### src/rtl/xper_pkg.sv
// Shared constants, codes and types of the XOR parity erasure recovery block.
`default_nettype none
package xper_pkg;

    localparam int MAX_SYMBOL_BYTES_DEF   = 2048;
    localparam int MAX_SOURCE_SYMBOLS_DEF = 64;

    localparam int FUNC_W = 3;
    localparam int IDX_W  = 6;
    localparam int OFF_W  = 11;
    localparam int BYTE_W = 8;
    localparam int TOT_W  = 7;
    localparam int LEN_W  = 12;

    typedef enum logic [FUNC_W-1:0] {
        FN_REPAIR = 3'd0,
        FN_SOURCE = 3'd1,
        FN_EVAL   = 3'd2,
        FN_READ   = 3'd3,
        FN_NEW    = 3'd4
    } func_t;

    localparam logic ANS_EVAL = 1'b0;
    localparam logic ANS_READ = 1'b1;

    localparam logic STAT_OK   = 1'b0;
    localparam logic STAT_FAIL = 1'b1;

    typedef enum logic [1:0] {
        ST_CLEAR,
        ST_RUN,
        ST_EVAL
    } state_t;

    typedef struct packed {
        logic done;
        logic ok;
    } scan_stat_t;

endpackage
`default_nettype wire

### src/rtl/xper_scan.sv
// Evaluate unit: walks the presence map one index per cycle, counts absent entries.
`default_nettype none
module xper_scan #(
    parameter int MAX_SOURCE_SYMBOLS = xper_pkg::MAX_SOURCE_SYMBOLS_DEF,
    parameter int SW = $clog2(MAX_SOURCE_SYMBOLS),
    parameter int CW = $clog2(MAX_SOURCE_SYMBOLS + 1)
) (
    input  wire logic                          aclk,
    input  wire logic                          aresetn,
    input  wire logic                          start,
    input  wire logic [CW-1:0]                 total,
    input  wire logic [MAX_SOURCE_SYMBOLS-1:0] pres,
    output xper_pkg::scan_stat_t               stat,
    output logic      [SW-1:0]                 miss
);
    import xper_pkg::*;

    logic          busy_reg;
    logic [CW-1:0] idx_reg;
    logic [CW-1:0] total_reg;
    logic [1:0]    absent_reg;
    logic [SW-1:0] miss_reg;

    always_ff @(posedge aclk) begin
        if (!aresetn) begin
            busy_reg   <= 1'b0;
            absent_reg <= 2'd0;
        end else if (start) begin
            busy_reg   <= 1'b1;
            idx_reg    <= '0;
            total_reg  <= total;
            absent_reg <= 2'd0;
        end else if (busy_reg) begin
            if (idx_reg == total_reg) begin
                busy_reg <= 1'b0;
            end else begin
                if (!pres[idx_reg[SW-1:0]]) begin
                    absent_reg <= (absent_reg == 2'd2) ? 2'd2 : absent_reg + 2'd1;
                    miss_reg   <= idx_reg[SW-1:0];
                end
                idx_reg <= idx_reg + CW'(1);
            end
        end
    end

    assign stat.done = busy_reg && (idx_reg == total_reg);
    assign stat.ok   = (absent_reg == 2'd1);
    assign miss      = miss_reg;

endmodule
`default_nettype wire

### config.mk
export PLATFORM = sky130hd
export DESIGN_NAME = xper_scan
export DESIGN_NICKNAME = d
export VERILOG_FILES = /design/src/rtl/xper_pkg.sv /design/src/rtl/xper_scan.sv
export SDC_FILE = /design/constraint.sdc
export NUM_CORES = 1
export LEC_CHECK = 0
export BUFFER_PORTS_ARGS = -buffer_cell sky130_fd_sc_hd__buf_2
export CAP_MARGIN = 25
export CELL_PAD_IN_SITES_DETAIL_PLACEMENT = 1
export CELL_PAD_IN_SITES_GLOBAL_PLACEMENT = 2
export CORE_MARGIN = 2
export CORE_UTILIZATION = 25
export CTS_BUF_LIST = sky130_fd_sc_hd__clkbuf_4 sky130_fd_sc_hd__clkbuf_8
export CTS_CLUSTER_SIZE = 14
export DETAILED_ROUTE_END_ITERATION = 6
export PLACE_DENSITY = 0.76
export SLEW_MARGIN = 0
export SYNTH_ARGS = -nofsm -noshare
export SYNTH_HDL_FRONTEND = slang
export SYNTH_SLANG_ARGS = --single-unit
### constraint.sdc
create_clock -name aclk -period 2.6 [get_ports aclk]
set_clock_uncertainty 0.1 [all_clocks]
set_input_delay 0.13 -clock aclk [delete_from_list [all_inputs] [get_ports aclk]]
set_output_delay 0.13 -clock aclk [all_outputs]
set_load 0.02 [all_outputs]
==> results of run 1 <==
synthesized netlist by cell type (2+ instances only):
library cell,instances,area [sq um]
inv_1,2,7.51
edfxtp_1,20,601
a21oi_1,3,15.0
xnor2_1,5,43.8
nand2_1,10,37.5
and2b_1,2,15.0
mux4_2,2,45.0
mux2i_1,25,250
nor2b_1,3,18.8
nor2_1,5,18.8
xor2_1,6,52.6
nand3_1,3,15.0
o21a_1,2,15.0
mux4_1,4,105
nor3b_1,2,15.0
ha_1,3,37.5
clkbuf_1,4,15.0
nor4_1,2,12.5
and2_1,3,18.8
dfxtp_1,3,60.1
nand4_1,3,18.8
buf_6,4,45.0
a22oi_1,7,52.6
per-stage QoR:
step / setup TNS [ps] / cell area, sq um / setup slack, ps / total power, W
after detailed placement: -154 / 2170 / -25.8 / 0.000684
after CTS: 0 / 2290 / 50.8 / 0.000926
after global routing: 0 / 2290 / 4.37 / 0.000964
after floorplan: 0 / 1630 / 69.2 / 0.000584
after global placement: 0 / 2170 / 71.3 / 0.000678
final: 0 / 2290 / 168 / 0.000912
worst min-delay path by stage:
stage / end / cells past startpoint
3_5_place_dp: total_reg[3] / 1
5_1_grt: busy_reg / 2
2_1_floorplan: total_reg[0] / 0
4_1_cts: busy_reg / 2
6_report: busy_reg / 2
3_3_place_gp: total_reg[1] / 1
logic make-up after synthesis:
family / synth area share
simple gates: 0.134
mux: 0.253
flops: 0.406
compound gates: 0.0768
buf+inv: 0.0492
xor+xnor: 0.0591
fa+ha+maj: 0.0230
cell type report:
cell class / count / area [sq um] / area share
Clock buffer: 4 / 48.8 / 0.0213
Inverter: 2 / 7.51 / 0.00328
Multi-Input combinational cell: 100 / 891 / 0.389
Sequential cell: 23 / 661 / 0.289
Tap cell: 77 / 96.3 / 0.0421
Timing Repair Buffer: 101 / 586 / 0.256
timing repair:
| item | CTS | global route |
|---|---|---|
| hold buffers | 7 | 0 |
| pin swaps | 0 | 1 |
| hold endpoints to repair | 7 | 0 |
| resized for setup | 1 | 1 |
| setup endpoints to repair | 6 | 6 |
metal layers:
layer / track usage / wire (microns) / vias up
met5: 0 / 0 / -
met4: 0.0144 / 32 / 0
met3: 0.0315 / 275 / 4
met2: 0.222 / 2250 / 48
met1: 0.164 / 1870 / 637
li1: - / - / 703
worst reg2reg max path, delay by kind of cell (launching register included):
| kind | cells | cell delay [ps] |
|---|---|---|
| AOI/OAI and AO/OA | 3 | 800 |
| buffers and inverters | 1 | 180 |
| DFF | 1 | 410 |
| muxes | 1 | 210 |
| and+or+nand+nor | 2 | 450 |
power by group:
part | switching (W) | internal, W
clock network | 0.000113 | 0.000120
registers | 0.0000156 | 0.000423
logic | 0.000103 | 0.000138
total | 0.000232 | 0.000681
==> metrics.csv, run 1 <==
metric,value,unit
worstPathArrival,2320,ps
ys_ff_latch,23,
finalHoldViolations,0,
rsz0062_at_grt,false,
synth_cell_types,35,
row_count,29,
min_from,aresetn,
htreeDepth,1,
grt_use_total,0.127,
synth_ff_type,edfxtp_1,
cts.clk_slew.worst_paths,80,ps
worstMarginPinSlew,449,ps
ys_async_sr_fraction,0,
instances_no_fill,307,
cts-root-buf,clkbuf_8,
cts_tree,built,
synthesis.area,0.00163,sq mm
cp-startpoint,idx_reg[0],
wirelength,4430,microns
initial_core_util,0.258,
hpwl,3630,microns
gp_congestion,0.759,
cp_top_family,compound AO/OA/AOI/OAI gates,
final_common_cell,buf_2,
layout.nets,308,
grt_pass1_vias,1534,
setup_viol,0,
drv_slew,0,
r2r-start,idx_reg[0],
areaGrowthSynthToFinish,40.6,%
cap_violations,0,
cpMaxStageDelayCell,edfxtp_1,
grt_max_degree,17,
drc,0,
routed-via-count,1392,
ys_seq_area_frac,0.406,
dp.cells,296,
synth_edf_count,20,
die_height,84.7,microns
synthCells,135,
fin_crit_sh,0.935,
crit_path_start_kind,flop,
status,finished clean,
cts_buffers,3,
yosys_warnings,0,
crit_path_cell_trace,buf_12 > mux2i_1 > a22oi_1 > and4b_1 > a311o_1 > a2111oi_4 > and2_4,
reg2reg_slack,170,ps
clock-sinks,23,
leakage,1.00,nW
slowest_delay,410,ps
io_pins,82,
dr.pass1.iters,4,
post-route-min-period,2430,ps
critical_path_class,flop to flop,
dieArea,0.00718,sq mm
min_path_type,primary input to flop,
slew_headroom,0.698,
viasPerCell,4.53,
ff2ff_path_depth,7,
fin_util,0.363,
antenna_found_initial,0,
worst_ep_required_time,2480,ps
layout_common_cells,"buf_2, mux2i_1, edfxtp_1",
endpoint_kind,flop,
n_antenna_cell,0,
cts_buffer_depth,2,
max-vdd-ir-drop,0.327,mV
dieWidth,84.7,microns
numPortBuffers,81,
critPathBufInv,1,
crit_fanout,16,
fillerInstances,745,
drtAntennaViolNets,0,
core,0.00631,sq mm
crit_path_end,miss[3],
grt_overflow,0,
reg2reg_to,miss[3],
drt_iter0_drc,62,
synth_nets,212,
wl_per_cell,14.4,microns
drive_gt1_frac,0.457,
power_density,399,mW/mm^2
grt_pass1_wl,7420,microns
postSynthAreaPerCell,12.1,sq um
hold_slack,14.8,ps
clock_latency,260,ps
cts_setup_buffers,0,
fmax,0.411,GHz
worst-path-stages,7,
(Power assumes the default switching activity.)
==> run 2: changes to the inputs <==
Settings changed: CORE_UTILIZATION 25 to 30, HOLD_SLACK_MARGIN set to 0.12, PLACE_DENSITY 0.76 to 0.86.
Clock period 2.6 ns to 3 ns, I/O delays scaled along.
==> run 2 against run 1 <==
Effect of this change: combinational power fell by 19%; utilization grew 6.8 points; worst hold slack better by 160 ps; non-clock buffer count decreased by 7; sequential power down 12%; setup slack better by 150 ps; global-route usage up 2.7 points; register-to-register slack better by 150 ps; die area is 16% lower; fmax is 9.2% lower; critical endpoint is now miss[4]; highest routed layer unchanged.
==> metrics.csv, run 2 (synthesis results as in run 1) <==
metric,value,unit,change
seqPwrFrac,0.495,,was 0.481
clock_latency,260,ps,about the same
dr.pass1.iters,4,,unchanged
grt_overflow,0,,unchanged
die_height,77.7,microns,was 84.7 microns
final_common_cell,buf_2,,unchanged
drv_slew,0,,unchanged
grt_pass1_wl,7310,microns,was 7420 microns
tns,0,ps,unchanged
status,finished clean,,unchanged
hpwl,3590,microns,was 3630 microns
io_pins,82,,unchanged
crit_path_start_kind,flop,,unchanged
cts.clk_slew.worst_paths,80,ps,about the same
critical_path_class,flop to flop,,unchanged
multi_input_area,888,sq um,was 891 sq um
cts_buffers,3,,unchanged
antenna_found_initial,0,,unchanged
leakage,0.967,nW,was 1.00 nW
drive_gt1_frac,0.430,,was 0.457
row_count,26,,was 29
fin_crit_sh,0.893,,was 0.935
cap_violations,0,,unchanged
wl_per_cell,15.3,microns,was 14.4 microns
cts_buffer_depth,2,,unchanged
post-route-min-period,2680,ps,was 2430 ps
layout.nets,301,,was 308
drc,0,,unchanged
n_antenna_cell,0,,unchanged
htreeDepth,1,,unchanged
clock-sinks,23,,unchanged
cts_tree,built,,unchanged
drt_iter0_drc,53,,was 62
fmax,0.373,GHz,was 0.411 GHz
initial_core_util,0.315,,was 0.258
layout_common_cells,"buf_2, mux2i_1, edfxtp_1",,unchanged
min_path_type,primary input to flop,,unchanged
worst_ep_required_time,2850,ps,was 2480 ps
max-vdd-ir-drop,0.221,mV,was 0.327 mV
grt_pass1_vias,1533,,"was 1,534"
drtAntennaViolNets,0,,unchanged
cts_resized,0,,was 1
rsz0062_at_grt,false,,unchanged
areaGrowthSynthToFinish,36.8,%,was 40.6%
worstMarginPinSlew,523,ps,was 449 ps
numPortBuffers,81,,unchanged
switching_power,0.000196,W,was 0.000232 W
finalHoldViolations,0,,unchanged
power.internal,0.000582,W,was 0.000681 W
dieWidth,77.7,microns,was 84.7 microns
setup_viol,0,,unchanged
gp_congestion,0.727,,was 0.759
wirelength,4480,microns,was 4430 microns
cts-root-buf,clkbuf_8,,unchanged
pwr-share-comb,0.250,,was 0.263
regArea,661,sq um,unchanged
slew_headroom,0.648,,was 0.698
dieArea,0.00604,sq mm,was 0.00718 sq mm
pwr-share-clk,0.255,,was 0.256
grt_max_degree,24,,was 17
worstPathArrival,2530,ps,was 2320 ps
core,0.00517,sq mm,was 0.00631 sq mm
routed-via-count,1432,,"was 1,392"
viasPerCell,4.89,,was 4.53
p_sw_frac,0.252,,was 0.254
fillerInstances,612,,was 745
fin_util,0.431,,was 0.363
grt_use_total,0.153,,was 0.127
endpoint_kind,flop,,unchanged
crit_fanout,10,,was 16
power_density,349,mW/mm^2,was 399 mW/mm^2
[run 2: changes by cell type in the layout (fill, tap and decap cells not counted), sizes merged]
cell | before | now
dlygate4sd3 | 7 | 8
buf | 94 | 86
[run 2: per-layer routing]
layer | wire length, microns | vias to the layer above | track usage
li1 | - | 689 | -
met1 | 1830 | 685 | 0.178
met2 | 2350 | 50 | 0.279
met3 | 239 | 8 | 0.0407
met4 | 65 | 0 | 0.0357
met5 | 0 | - | 0
[run 2: worst paths after layout]
check | from | end | slack, ps | depth (start not counted)
setup reg to reg | idx_reg[1] | miss[4] | 320 | 6
setup / recovery | idx_reg[1] | miss[4] | 320 | 6
hold / removal | start | busy_reg | 170 | 2
hold reg to reg | absent_reg[1] | absent_reg[1] | 360 | 2
[run 2: what timing repair did]
action                    CTS  global route
setup buffers               0             0
hold buffers                8             0
hold endpoints to repair    8             0
[run 2: stage by stage]
step                      power (W)  instances  instance area (sq um)  hold WS (ps)  setup slack [ps]
after floorplan            0.000506        135                   1630           149               469
after global placement     0.000576        281                   2100           226               351
after detailed placement   0.000582        281                   2100           229               293
after CTS                  0.000787        293                   2230           172               290
after global routing       0.000817        293                   2230           188               113
final                      0.000777        293                   2230           172               322
[run 2: power by group through the flow]
stage / Combinational (W) / Sequential, W / Clock (W)
after floorplan: 0.000123 / 0.000383 / 0
after global placement: 0.000184 / 0.000392 / 0
after detailed placement: 0.000189 / 0.000393 / 0
after CTS: 0.000198 / 0.000385 / 0.000204
after global routing: 0.000215 / 0.000387 / 0.000214
final: 0.000195 / 0.000385 / 0.000198
[run 2: final cells by class]
type / count / share of cell area
Clock buffer: 4 / 0.0219
Inverter: 2 / 0.00337
Multi-Input combinational cell: 100 / 0.399
Sequential cell: 23 / 0.296
Tap cell: 70 / 0.0393
Timing Repair Buffer: 94 / 0.240
[run 2: worst max-delay path, cell delays in order, from the launching register on]
cell and delay [ps]:
edfxtp_1 570, and2b_1 340, a22oi_1 110, and4b_1 190
a311o_1 350, a2111oi_4 360, and2_1 330
==> run 3: changes to the inputs <==
Settings changed: PLACE_DENSITY 0.86 to not set, PLACE_DENSITY_LB_ADDON set to 0.1.
==> run 3 against run 2 <==
Effect of this change: non-clock buffer count is 2 lower; sequential power hardly changed; register-to-register slack worse by 90 ps; largest cell class unchanged; highest routed layer unchanged.
==> metrics.csv, run 3 (synthesis results as in run 1) <==
metric,value,unit,change
crit_path_cell_trace,buf_12 > mux2i_1 > a22oi_1 > and4b_1 > a311o_1 > a2111oi_4 > and2_1,,was and2b_1 > a22oi_1 > and4b_1 > a311o_1 > a2111oi_4 > and2_1
leakage,0.957,nW,was 0.967 nW
layout.nets,299,,was 301
slowest_delay,470,ps,was 570 ps
cts_setup_buffers,0,,unchanged
fmax,0.362,GHz,was 0.373 GHz
wl_per_cell,14.7,microns,was 15.3 microns
dieArea,0.00604,sq mm,unchanged
cts_buffer_depth,2,,unchanged
drv_slew,0,,unchanged
crit_path_start_kind,flop,,unchanged
slew_headroom,0.672,,was 0.648
numPortBuffers,81,,unchanged
regArea,661,sq um,unchanged
grt_max_degree,32,,was 24
status,finished clean,,unchanged
grt.busiest_layer,met2,,unchanged
drive_gt1_frac,0.425,,was 0.430
min_from,start,,unchanged
worst-path-stages,7,,was 6
cts_tree,built,,unchanged
worstMarginPinSlew,487,ps,was 523 ps
finalHoldViolations,0,,unchanged
drtAntennaViolNets,0,,unchanged
grt_pass1_vias,1554,,"was 1,533"
row_count,26,,unchanged
post-route-min-period,2760,ps,was 2680 ps
clock_latency,260,ps,about the same
layout_common_cells,"buf_2, mux2i_1, edfxtp_1",,unchanged
grt_overflow,0,,unchanged
r2r-start,idx_reg[0],,was idx_reg[1]
drt_iter0_drc,54,,was 53
ff2ff_path_depth,7,,was 6
fillerInstances,593,,was 612
critical_path_class,flop to flop,,unchanged
viasPerCell,4.78,,was 4.89
cpMaxStageDelayCell,a2111oi_4,,was edfxtp_1
power_density,348,mW/mm^2,was 349 mW/mm^2
initial_core_util,0.315,,unchanged
max-vdd-ir-drop,0.275,mV,was 0.221 mV
endpoint_kind,flop,,unchanged
rsz0062_at_grt,false,,unchanged
grtUsageMet1,0.172,,was 0.178
io_pins,82,,unchanged
dr.pass1.iters,4,,unchanged
hpwl,3410,microns,was 3590 microns
critPathBufInv,1,,was 0
cts_resized,0,,unchanged
min_path_type,primary input to flop,,unchanged
crit_fanout,31,,was 10
hold_path_depth,2,,unchanged
cap_violations,0,,unchanged
n_antenna_cell,0,,unchanged
multi_input_area,888,sq um,unchanged
clock-sinks,23,,unchanged
drc,0,,unchanged
fin_crit_sh,0.921,,was 0.893
cts_buffers,3,,unchanged
final_common_cell,buf_2,,unchanged
wirelength,4280,microns,was 4480 microns
gp_congestion,0.790,,was 0.727
met2_usage,0.281,,was 0.279
cts.clk_slew.worst_paths,80,ps,about the same
worstPathArrival,2600,ps,was 2530 ps
core,0.00517,sq mm,unchanged
hold_slack,169,ps,was 172 ps
tns,0,ps,unchanged
areaGrowthSynthToFinish,35.9,%,was 36.8%
htreeDepth,1,,unchanged
cts-root-buf,clkbuf_8,,unchanged
worst_ep_required_time,2840,ps,was 2850 ps
use_met3,0.0302,,was 0.0407
routed-via-count,1392,,"was 1,432"
cp-startpoint,idx_reg[0],,was idx_reg[1]
setup_viol,0,,unchanged
cp_top_family,compound AO/OA/AOI/OAI gates,,was simple AND/OR/NAND/NOR gates
dieWidth,77.7,microns,unchanged
grt_pass1_wl,7150,microns,was 7310 microns
ctsHoldBuffers,8,,unchanged
grt_use_total,0.148,,was 0.153
antenna_found_initial,0,,unchanged
die_height,77.7,microns,unchanged
==> run 3: path summary, 6_finish.rpt <==
| path | slack, ps | endpoint |
|---|---|---|
| hold / removal | 170 | busy_reg |
| setup reg to reg | 240 | miss[3] |
| hold reg to reg | 380 | absent_reg[1] |
| setup / recovery | 240 | miss[3] |
==> run 3: area by class of cell <==
class                   instances  area share
inverters                       2     0.00339
repair buffers                 92       0.235
clock buffers                   4      0.0220
flip-flops and latches         23       0.298
well taps                      70      0.0396
multi-input cells             100       0.401
==> run 3: metrics by stage <==
stage,cells,total power (W),util,setup slack [ps],instance area [sq um]
2_1_floorplan,135,0.000506,-,469,1630
3_3_place_gp,279,0.000572,0.403,270,2080
3_5_place_dp,279,0.000578,0.403,220,2080
4_1_cts,291,0.000785,0.428,215,2210
5_1_grt,291,0.000816,0.428,54.7,2210
6_report,291,0.000770,0.428,236,2210
==> run 3: where the power goes <==
part | switching (W) | total (W) | internal, W
clock network | 0.0000916 | 0.000195 | 0.000104
registers | 0.0000168 | 0.000384 | 0.000367
logic | 0.0000824 | 0.000191 | 0.000109
==> run 3: metal layers <==
metal  part of all wire  vias to the layer above
met3              0.047                        6
met4              0.014                        0
li1                   -                      686
met5                  0                        -
met1               0.40                      652
met2               0.54                       48
